`config.mk`:
```
export PLATFORM = sky130hd
export DESIGN_NAME = falu_front
export DESIGN_NICKNAME = d
export VERILOG_FILES = /design/src/rtl/falu_pkg.sv /design/src/rtl/falu_front.sv
export SDC_FILE = /design/constraint.sdc
export NUM_CORES = 2
export LEC_CHECK = 0
export ABC_AREA = 1
export ABC_CLOCK_PERIOD_IN_PS = 12600
export BUFFER_PORTS_ARGS = -buffer_cell sky130_fd_sc_hd__buf_2
export CELL_PAD_IN_SITES_DETAIL_PLACEMENT = 1
export CELL_PAD_IN_SITES_GLOBAL_PLACEMENT = 1
export CORE_MARGIN = 1
export CORE_UTILIZATION = 49
export DETAILED_ROUTE_END_ITERATION = 10
export PLACE_DENSITY_LB_ADDON = 0.1
export SLEW_MARGIN = 40
export SYNTH_ARGS = -nofsm -noshare
export SYNTH_HDL_FRONTEND = slang
export SYNTH_SLANG_ARGS = --single-unit
```
`constraint.sdc`:
```
create_clock -name clk -period 12.6 [get_ports clk]
set_input_delay 1.89 -clock clk [delete_from_list [all_inputs] [get_ports clk]]
set_output_delay 1.89 -clock clk [all_outputs]
set_load 0.005 [all_outputs]
```
`src/rtl/falu_pkg.sv`:
```
`default_nettype none
package falu_pkg;

  localparam int FRAC_BITS = 8;
  // dividend magnitude is |a| << FRAC_BITS, up to 2^(31+FRAC_BITS)
  localparam int NUM_W = 32 + FRAC_BITS;

  localparam logic [3:0] OP_ADD  = 4'd0;
  localparam logic [3:0] OP_SUB  = 4'd1;
  localparam logic [3:0] OP_MUL  = 4'd2;
  localparam logic [3:0] OP_DIV  = 4'd3;
  localparam logic [3:0] OP_GT   = 4'd4;
  localparam logic [3:0] OP_LT   = 4'd5;
  localparam logic [3:0] OP_GE   = 4'd6;
  localparam logic [3:0] OP_LE   = 4'd7;
  localparam logic [3:0] OP_EQ   = 4'd8;
  localparam logic [3:0] OP_NE   = 4'd9;
  localparam logic [3:0] OP_MIN  = 4'd10;
  localparam logic [3:0] OP_MAX  = 4'd11;
  localparam logic [3:0] OP_INC  = 4'd12;
  localparam logic [3:0] OP_DEC  = 4'd13;
  localparam logic [3:0] OP_FINT = 4'd14;
  localparam logic [3:0] OP_TINT = 4'd15;

  typedef struct packed {
    logic             valid;
    logic [3:0]       op;
    logic [31:0]      res;
    logic             cmp;
    logic             dz;
    logic             neg;
    logic [31:0]      divisor;
    logic [32:0]      rem;
    logic [NUM_W-1:0] num;
    logic [31:0]      quo;
  } pipe_t;

endpackage
`default_nettype wire

```
`src/rtl/falu_front.sv`:
```
`default_nettype none
module falu_front (
  input  wire logic                clk,
  input  wire logic                rst,
  input  wire logic                en,
  input  wire logic                in_valid,
  input  wire logic [3:0]          opcode,
  input  wire logic signed [31:0]  operand_a,
  input  wire logic signed [31:0]  operand_b,
  output falu_pkg::pipe_t          stage,
  output logic signed [63:0]       prod
);

  falu_pkg::pipe_t stage_next;
  logic [31:0] abs_a;
  logic [31:0] abs_b;

  always_comb begin
    abs_a = operand_a[31] ? (32'd0 - operand_a) : operand_a;
    abs_b = operand_b[31] ? (32'd0 - operand_b) : operand_b;
    stage_next = '0;
    stage_next.valid = in_valid;
    stage_next.op = opcode;
    stage_next.divisor = abs_b;
    stage_next.num = {abs_a, {falu_pkg::FRAC_BITS{1'b0}}};
    stage_next.neg = operand_a[31] ^ operand_b[31];
    stage_next.dz = (opcode == falu_pkg::OP_DIV) && (operand_b == 32'sd0);
    unique case (opcode)
      falu_pkg::OP_ADD:  stage_next.res = operand_a + operand_b;
      falu_pkg::OP_SUB:  stage_next.res = operand_a - operand_b;
      falu_pkg::OP_GT:   stage_next.cmp = operand_a > operand_b;
      falu_pkg::OP_LT:   stage_next.cmp = operand_a < operand_b;
      falu_pkg::OP_GE:   stage_next.cmp = operand_a >= operand_b;
      falu_pkg::OP_LE:   stage_next.cmp = operand_a <= operand_b;
      falu_pkg::OP_EQ:   stage_next.cmp = operand_a == operand_b;
      falu_pkg::OP_NE:   stage_next.cmp = operand_a != operand_b;
      falu_pkg::OP_MIN:  stage_next.res = (operand_a < operand_b) ? operand_a : operand_b;
      falu_pkg::OP_MAX:  stage_next.res = (operand_a > operand_b) ? operand_a : operand_b;
      falu_pkg::OP_INC:  stage_next.res = operand_a + 32'sd1;
      falu_pkg::OP_DEC:  stage_next.res = operand_a - 32'sd1;
      falu_pkg::OP_FINT: stage_next.res = operand_a <<< falu_pkg::FRAC_BITS;
      falu_pkg::OP_TINT: stage_next.res = operand_a >>> falu_pkg::FRAC_BITS;
      default:           stage_next.res = 32'd0;
    endcase
  end

  always_ff @(posedge clk) begin
    if (rst) begin
      stage.valid <= 1'b0;
    end else if (en) begin
      stage <= stage_next;
      prod <= operand_a * operand_b;
    end
  end

endmodule
`default_nettype wire

```
==> metrics <==
status complete, no violations; endpoints failing hold 0; Tcrit/Tclk final 0.800; yosys warns 0; Root Buffer clkbuf_16; post-synth top area share 0.420; crit path time final 10.08 ns; synth cell count leaders 1781 x inv_1, 1539 x nand2_1, 1084 x fa_1; Post-CTS Setup Bufs 0; Post-Syn Instances 6532; first-pass GRT wire length 307 mm; routed vias 44560; 1st-pass router iterations 6; Final Max Tran Viols 0; slowest CP cell fa_2; CTS resizes 0; DP Worst Slack 1.75 ns; Rel. slew slack 0.397; DP HPWL around 170 mm; largest net degree at the start of global routing 59; final WL 205 mm; initial antenna violation count 6; DRT iter0 DRCs 3742; wire length on met3 ~15 mm; Worst Setup Start Kind primary input; CTS Buffer Depth 2; vias in the first global route 49328; Worst setup EP type register; Async SR Flop Fraction 0; Worst-Margin Slew 0.898 ns; worst-skew pair later-pin latency 0.53 ns; Crit Path Class primary input to register; setup ws final 2.52 ns; Final Non-Filler Cells 7972; share of layout cells above drive strength 1 0.0622; WL met2 97.5 mm; skew final 0 ns; largest area contributor in the netlist fa_1; row cnt 118; GRT Overall Usage 0.394; total grt overflow 0; f_max between 90 and 100 MHz; ANT nets after route 0; Worst-path clk slew about 0.09 ns; most repeated library cell on the critical path inv_1; most common cell in the netlist inv_1; critical path's largest stage delay 0.85 ns; wire length per cell 25.7 um; core area roughly 100000 sq um; drt drc 0; EDFF count, synth between 150 and 200; vias per inst 5.59; die height between 300 and 400 um; H-Tree Depth 4; CP top delay family adder cells; top_reg_cell synth edfxtp_1; boundary pin count 313; CTS tree built; Crit path arrival time 10.44 ns; Final Setup Violations 0; Max-cap violations 0; total CTS buffers 17; die width 327 um; unrepaired setup endpoints after global routing false; Hold-fix buffers, CTS 0; clk sinks 168; Synth-to-Final Area Change 5.27%; Hold Path Class register to register; required time worst endpoint 12.96 ns; CP max FO 33; Buffers on Ports approximately 240; Placed Cells roughly 7900; setup TNS 0 ns; Seq/Total Area, Yosys 0.0974; Synth cell types 56; top post-synthesis cells by area fa_1 42%, inv_1 13%, nand2_1 11%; number of synthesized register bits around 170; full die area 107000 sq um; M1 WL 75.9 mm; Worst Path Buf+Inv 9; # nets final between 8000 and 9000; max layer used met5; Post-Syn Area 51700 sq um; initial core utilization 0.497; GPL Wtd Cong 0.989; syn avg cell area slightly below 8 sq um
-- layer usage --
layer / vias up / GRT usage
met5: - / 0
met4: 2 / 0.261
met3: 619 / 0.0697
met2: 1920 / 0.649
met1: 23074 / 0.475
li1: 18945 / -
-- metrics by stage --
stage,utilization,area (sq um),hold slack [ns]
floorplan,-,52000,0.449
global placement,0.517,53800,0.443
CTS,0.523,54400,0.470
detailed placement,0.517,53800,0.455
global route,0.523,54400,0.508
finish,0.523,54400,0.467
-- flip-flops by register name, summed over array words and instances (netlist names) --
register  flops
stage       104
prod         64
-- tightest hold or removal path, cell delays in order, from the launching register on --
cell	delay, ns
dfxtp_1	0.32
nand2_1	0.06
a21oi_1	0.05
-- placed cells by master (no fill, tap or decap), drive strengths merged, types with 73 or more instances in the layout --
master,synthesis,routed
nand3,191,191
buf,148,319
ha,281,281
o21ai,194,194
fa,1084,1084
edfxtp,167,167
nand2,1549,1549
conb,1,73
a21oi,178,178
inv,1783,1789
nor2,336,336
xor2,98,98
-- final timing paths --
check                     start          to  slack [ns]  cells after the start
setup reg to reg     stage[176]  stage[176]       12.03                      2
hold / removal       stage[176]  stage[176]        0.47                      2
setup / recovery  operand_a[31]    prod[56]        2.52                     27
hold reg to reg      stage[176]  stage[176]        0.47                      2
-- cells by family after synthesis --
kind of cell,count (synthesis),share of synthesized area
XOR/XNOR,135,0.0229
buffers and inverters,2150,0.163
flip-flops,168,0.0974
adder cells (fa/ha/maj),1365,0.488
other,1,0.0000725
AND/OR/NAND/NOR,2207,0.173
AO/OA/AOI/OAI,506,0.0564
-- cell type report --
| type | instances | area, sq um |
|---|---|---|
| timing repair buffer | 319 | 1840 |
| inverter | 1787 | 6710 |
| tap | 1380 | 1730 |
| clock buffer | 18 | 429 |
| clock inverter | 13 | 138 |
| fill | 12994 | 49700 |
| multi-input combinational | 4286 | 38500 |
| sequential | 168 | 5030 |
| antenna | 1 | 2.50 |
Power is left out: the tool's default activity adds up to more than one toggle a clock period on the data nets, which glitch-free logic cannot reach.
