$ cat src/rtl/falu_pkg.sv
`default_nettype none
package falu_pkg;

  localparam int FRAC_BITS = 8;
  // dividend magnitude is |a| << FRAC_BITS, up to 2^(31+FRAC_BITS)
  localparam int NUM_W = 32 + FRAC_BITS;

  localparam logic [3:0] OP_ADD  = 4'd0;
  localparam logic [3:0] OP_SUB  = 4'd1;
  localparam logic [3:0] OP_MUL  = 4'd2;
  localparam logic [3:0] OP_DIV  = 4'd3;
  localparam logic [3:0] OP_GT   = 4'd4;
  localparam logic [3:0] OP_LT   = 4'd5;
  localparam logic [3:0] OP_GE   = 4'd6;
  localparam logic [3:0] OP_LE   = 4'd7;
  localparam logic [3:0] OP_EQ   = 4'd8;
  localparam logic [3:0] OP_NE   = 4'd9;
  localparam logic [3:0] OP_MIN  = 4'd10;
  localparam logic [3:0] OP_MAX  = 4'd11;
  localparam logic [3:0] OP_INC  = 4'd12;
  localparam logic [3:0] OP_DEC  = 4'd13;
  localparam logic [3:0] OP_FINT = 4'd14;
  localparam logic [3:0] OP_TINT = 4'd15;

  typedef struct packed {
    logic             valid;
    logic [3:0]       op;
    logic [31:0]      res;
    logic             cmp;
    logic             dz;
    logic             neg;
    logic [31:0]      divisor;
    logic [32:0]      rem;
    logic [NUM_W-1:0] num;
    logic [31:0]      quo;
  } pipe_t;

endpackage
`default_nettype wire

$ cat src/rtl/falu_div_step.sv
`default_nettype none
module falu_div_step (
  input  wire logic            clk,
  input  wire logic            rst,
  input  wire logic            en,
  input  wire falu_pkg::pipe_t din,
  output falu_pkg::pipe_t      dout
);

  falu_pkg::pipe_t dout_next;
  logic [32:0] rem_sh;
  logic [33:0] diff;

  // one restoring-division quotient bit per stage
  always_comb begin
    rem_sh = {din.rem[31:0], din.num[falu_pkg::NUM_W-1]};
    diff = {1'b0, rem_sh} - {2'b00, din.divisor};
    dout_next = din;
    dout_next.num = {din.num[falu_pkg::NUM_W-2:0], 1'b0};
    dout_next.rem = diff[33] ? rem_sh : diff[32:0];
    dout_next.quo = {din.quo[30:0], ~diff[33]};
  end

  always_ff @(posedge clk) begin
    if (rst) begin
      dout.valid <= 1'b0;
    end else if (en) begin
      dout <= dout_next;
    end
  end

endmodule
`default_nettype wire

$ cat config.mk
export PLATFORM = sky130hd
export DESIGN_NAME = falu_div_step
export DESIGN_NICKNAME = d
export VERILOG_FILES = /design/src/rtl/falu_pkg.sv /design/src/rtl/falu_div_step.sv
export SDC_FILE = /design/constraint.sdc
export NUM_CORES = 1
export LEC_CHECK = 0
export BUFFER_PORTS_ARGS = -buffer_cell sky130_fd_sc_hd__buf_2
export CELL_PAD_IN_SITES_DETAIL_PLACEMENT = 1
export CELL_PAD_IN_SITES_GLOBAL_PLACEMENT = 1
export CORE_MARGIN = 3
export CORE_UTILIZATION = 33
export DETAILED_ROUTE_END_ITERATION = 10
export PLACE_DENSITY = 0.77
export SETUP_SLACK_MARGIN = 0.15
export SLEW_MARGIN = 20
export SYNTH_ARGS = -nofsm -noshare
export SYNTH_HDL_FRONTEND = slang
export SYNTH_SLANG_ARGS = --single-unit
$ cat constraint.sdc
create_clock -name clk -period 9.2 [get_ports clk]
set_input_delay 0.46 -clock clk [delete_from_list [all_inputs] [get_ports clk]]
set_output_delay 0.46 -clock clk [all_outputs]
set_load 0.05 [all_outputs]
==> impl_metrics.py <==
metrics = {
    "outcome": {
        "status": "completed",
    },
    "setup_path": {
        "cp-start-kind": "primary input",
        "end_kind": "flip-flop",
        "critPathCapture": "dout[74]",
        "slowest_delay_ns": 0.75,
        "reg2reg_from": "dout[176]",
        "worstPathArrival_ns": 3.73,
        "crit_type": "in2reg",
        "worstReg2RegEnd": "dout[176]",
        "reg2reg_depth": 2,
        "r2r_setup_slack_ns": 8.60,
        "timing.critical_path.from": "din[108]",
        "critPathRequiredTime_ns": 9.37,
        "crit_path_max_fanout": 31,
        "cpMaxStageDelayCell": "inv_2",
        "path_cells": "buf_2 > inv_1 > ha_1 > o21a_1 > o31a_1 > o2111ai_2 > a21oi_1 > a21o_1 > a41o_1 > o31ai_4 > inv_2 > mux2_1",
    },
    "placed_design": {
        "gp_congestion": 0.835,
        "numPortBuffers": 353,
        "hpwl_um": 20600,
        "place_inst": 1156,
    },
    "logic_synthesis": {
        "avgSynthCellArea_um2": 15.4,
        "yosysSeqAreaShare_pct": 68.2,
        "synth.ff_latch_count": 176,
        "yosysUniqueCellTypes": 59,
        "synth-edff-count": 175,
        "synth.net_count": 715,
        "syn_area_um2": 7730,
        "async_reset_ff_share_pct": 0,
        "yosys_warnings": 0,
        "synth_ff_type": "edfxtp_1",
        "synthCells": 502,
    },
    "clock_network": {
        "cts_buffers": 17,
        "clockBufferDepth": 2,
        "cts_sinks": 176,
        "holdBufCountCts": 0,
        "clockRootBuffer": "clkbuf_16",
        "cts_max_level": 4,
        "cts-resized-gates": 0,
        "post_cts_buffers": 0,
        "clk_latency_ns": 0.42,
        "cts_tree": "done",
        "clk_pin_slew_ns": 0.08,
    },
    "global_routing": {
        "grt_pass1_vias": 6014,
        "use_met1_pct": 21.3,
        "grt.busiest_layer": "met2",
        "track_usage_pct": 20.1,
        "grtUsageMet2_pct": 35.1,
        "grt_overflow": 0,
        "grt_pass1_wl_um": 38100,
        "grt_max_degree": 83,
        "met3_usage_pct": 7.73,
        "antenna_found_initial": 9,
    },
    "layout": {
        "syn_to_final_growth_pct": 35.0,
        "mostFrequentLayoutCells": "buf_2 (353), edfxtp_1 (175), inv_1 (42)",
        "largest_reg_flops": 176,
        "finalNetCount": 1075,
        "reg_top3": "dout: 176 flops",
        "final_common_cell": "buf_2",
        "final_cells": 1191,
        "regMostFlops": "dout",
        "final_util_pct": 45.7,
        "drive_gt1_share_pct": 48.6,
    },
    "route": {
        "drc_errors": 0,
        "drt_pass1_iterations": 4,
        "postRouteAntennaNets": 0,
        "drt_iter0_markers": 346,
        "wl_per_cell_um": 21.8,
        "drt_wl_total_um": 26000,
        "vias_per_cell": 4.79,
        "vias": 5706,
    },
    "floorplan": {
        "die_h_um": 159,
        "initial_core_util_pct": 33.8,
        "ios": 357,
        "die_area_um2": 25300,
        "rows": 55,
        "die_x_um": 159,
        "core_area_um2": 22800,
    },
    "timing": {
        "post-route-period-util_pct": 38.7,
        "rsz0062_at_grt": "no",
        "final-hold-violation-count": 0,
        "final_max_slew_viol_count": 0,
        "tns_ns": 0,
        "setup_viol": 0,
        "period_minus_slack_ns": 3.56,
        "fin_worst_skew_ns": 0,
        "max_slew.worst_pin.slew_ns": 1.05,
        "slew_headroom_pct": 29.8,
        "fmax_mhz": 281,
    },
    "pwr": {
        "power_w": 0.00225,
        "leakagePower_nw": 4.67,
        "power_density_nw_per_um2": 215,
        "irDropWorstVdd_mv": 0.104,
    },
    "min_path": {
        "hp-class": "in2reg",
    },
    "job": {
        "cap_violations": 0,
    },
}
[metrics by stage]
stage	worst slack (ns)	area [um2]	hold slack, ns
global placement	5.17	9840	0.476
detailed placement	5.13	9840	0.503
global route	5.37	10400	0.172
CTS	5.58	10400	0.170
finish	5.64	10400	0.202
floorplan	0.253	7730	0.532
[per-layer routing]
| metal | routed length [um] | vias to the layer above | share of wire (%) |
|---|---|---|---|
| li1 | - | 2620 | - |
| met1 | 9490 | 2789 | 36 |
| met2 | 13200 | 223 | 51 |
| met3 | 2120 | 64 | 8.1 |
| met4 | 1170 | 10 | 4.5 |
| met5 | 66 | - | 0.25 |
[how the worst min path moves through the flow]
stage	from	end	slack [ns]	cells past startpoint
global placement	dout[176]	dout[176]	0.48	2
global route	din[1]	dout[2]	0.17	1
CTS	din[49]	dout[50]	0.17	1
detailed placement	dout[176]	dout[176]	0.50	2
finish	din[1]	dout[2]	0.20	1
floorplan	rst	dout[176]	0.53	1
[cell type report]
type                            instances  area (um2)
Antenna cell                            3        7.51
Clock buffer                           17         425
Clock inverter                         15         169
Fill cell                            2483       12400
Inverter                               43         161
Multi-Input combinational cell        268        2220
Sequential cell                       176        5280
Tap cell                              313         392
Timing Repair Buffer                  356        1790
[worst max-delay path, delay by kind of cell]
family          cells  cell delay (ns)
compound gates      7             1.62
buf+inv             3             0.89
mux                 1             0.39
fa+ha+maj           1             0.35
[power by group]
group | internal, W | switching, W | total [W]
clock | 0.000367 | 0.000366 | 0.000733
combinational | 0.000167 | 0.000375 | 0.000542
sequential | 0.000956 | 0.0000158 | 0.000972
[kinds of logic after synthesis]
logic type | count (synthesis) | share of synthesized area [%]
flops | 176 | 68.2
compound gates | 105 | 9.40
simple gates | 67 | 4.38
buf+inv | 58 | 3.17
fa+ha+maj | 33 | 5.44
mux | 33 | 6.07
xor+xnor | 29 | 3.28
other cells | 1 | 0.0485
[Yosys cell counts, drive strengths merged (2+ instances only)]
cell | number | area, um2
a21oi | 26 | 134
clkbuf | 10 | 37.5
nand2 | 12 | 45.0
a21o | 21 | 158
nand4 | 6 | 37.5
and3 | 6 | 37.5
nand2b | 2 | 12.5
o211ai | 2 | 15.0
a211o | 2 | 17.5
o31ai | 3 | 36.3
inv | 43 | 161
or2 | 2 | 12.5
nor2b | 2 | 12.5
o21bai | 3 | 22.5
xnor2 | 19 | 166
edfxtp | 175 | 5260
nor3 | 2 | 10.0
mux2i | 3 | 30.0
nand3 | 8 | 40.0
ha | 32 | 400
and4 | 2 | 17.5
nor3b | 2 | 15.0
mux2 | 30 | 439
a31oi | 4 | 25.0
nor2 | 19 | 71.3
and2 | 2 | 12.5
a211oi | 3 | 27.5
xor2 | 10 | 87.6
o211a | 2 | 20.0
a21boi | 5 | 37.5
buf | 5 | 46.3
o21ai | 19 | 95.1
o21a | 3 | 22.5
Note: power is estimated with default switching activity, not from simulation.
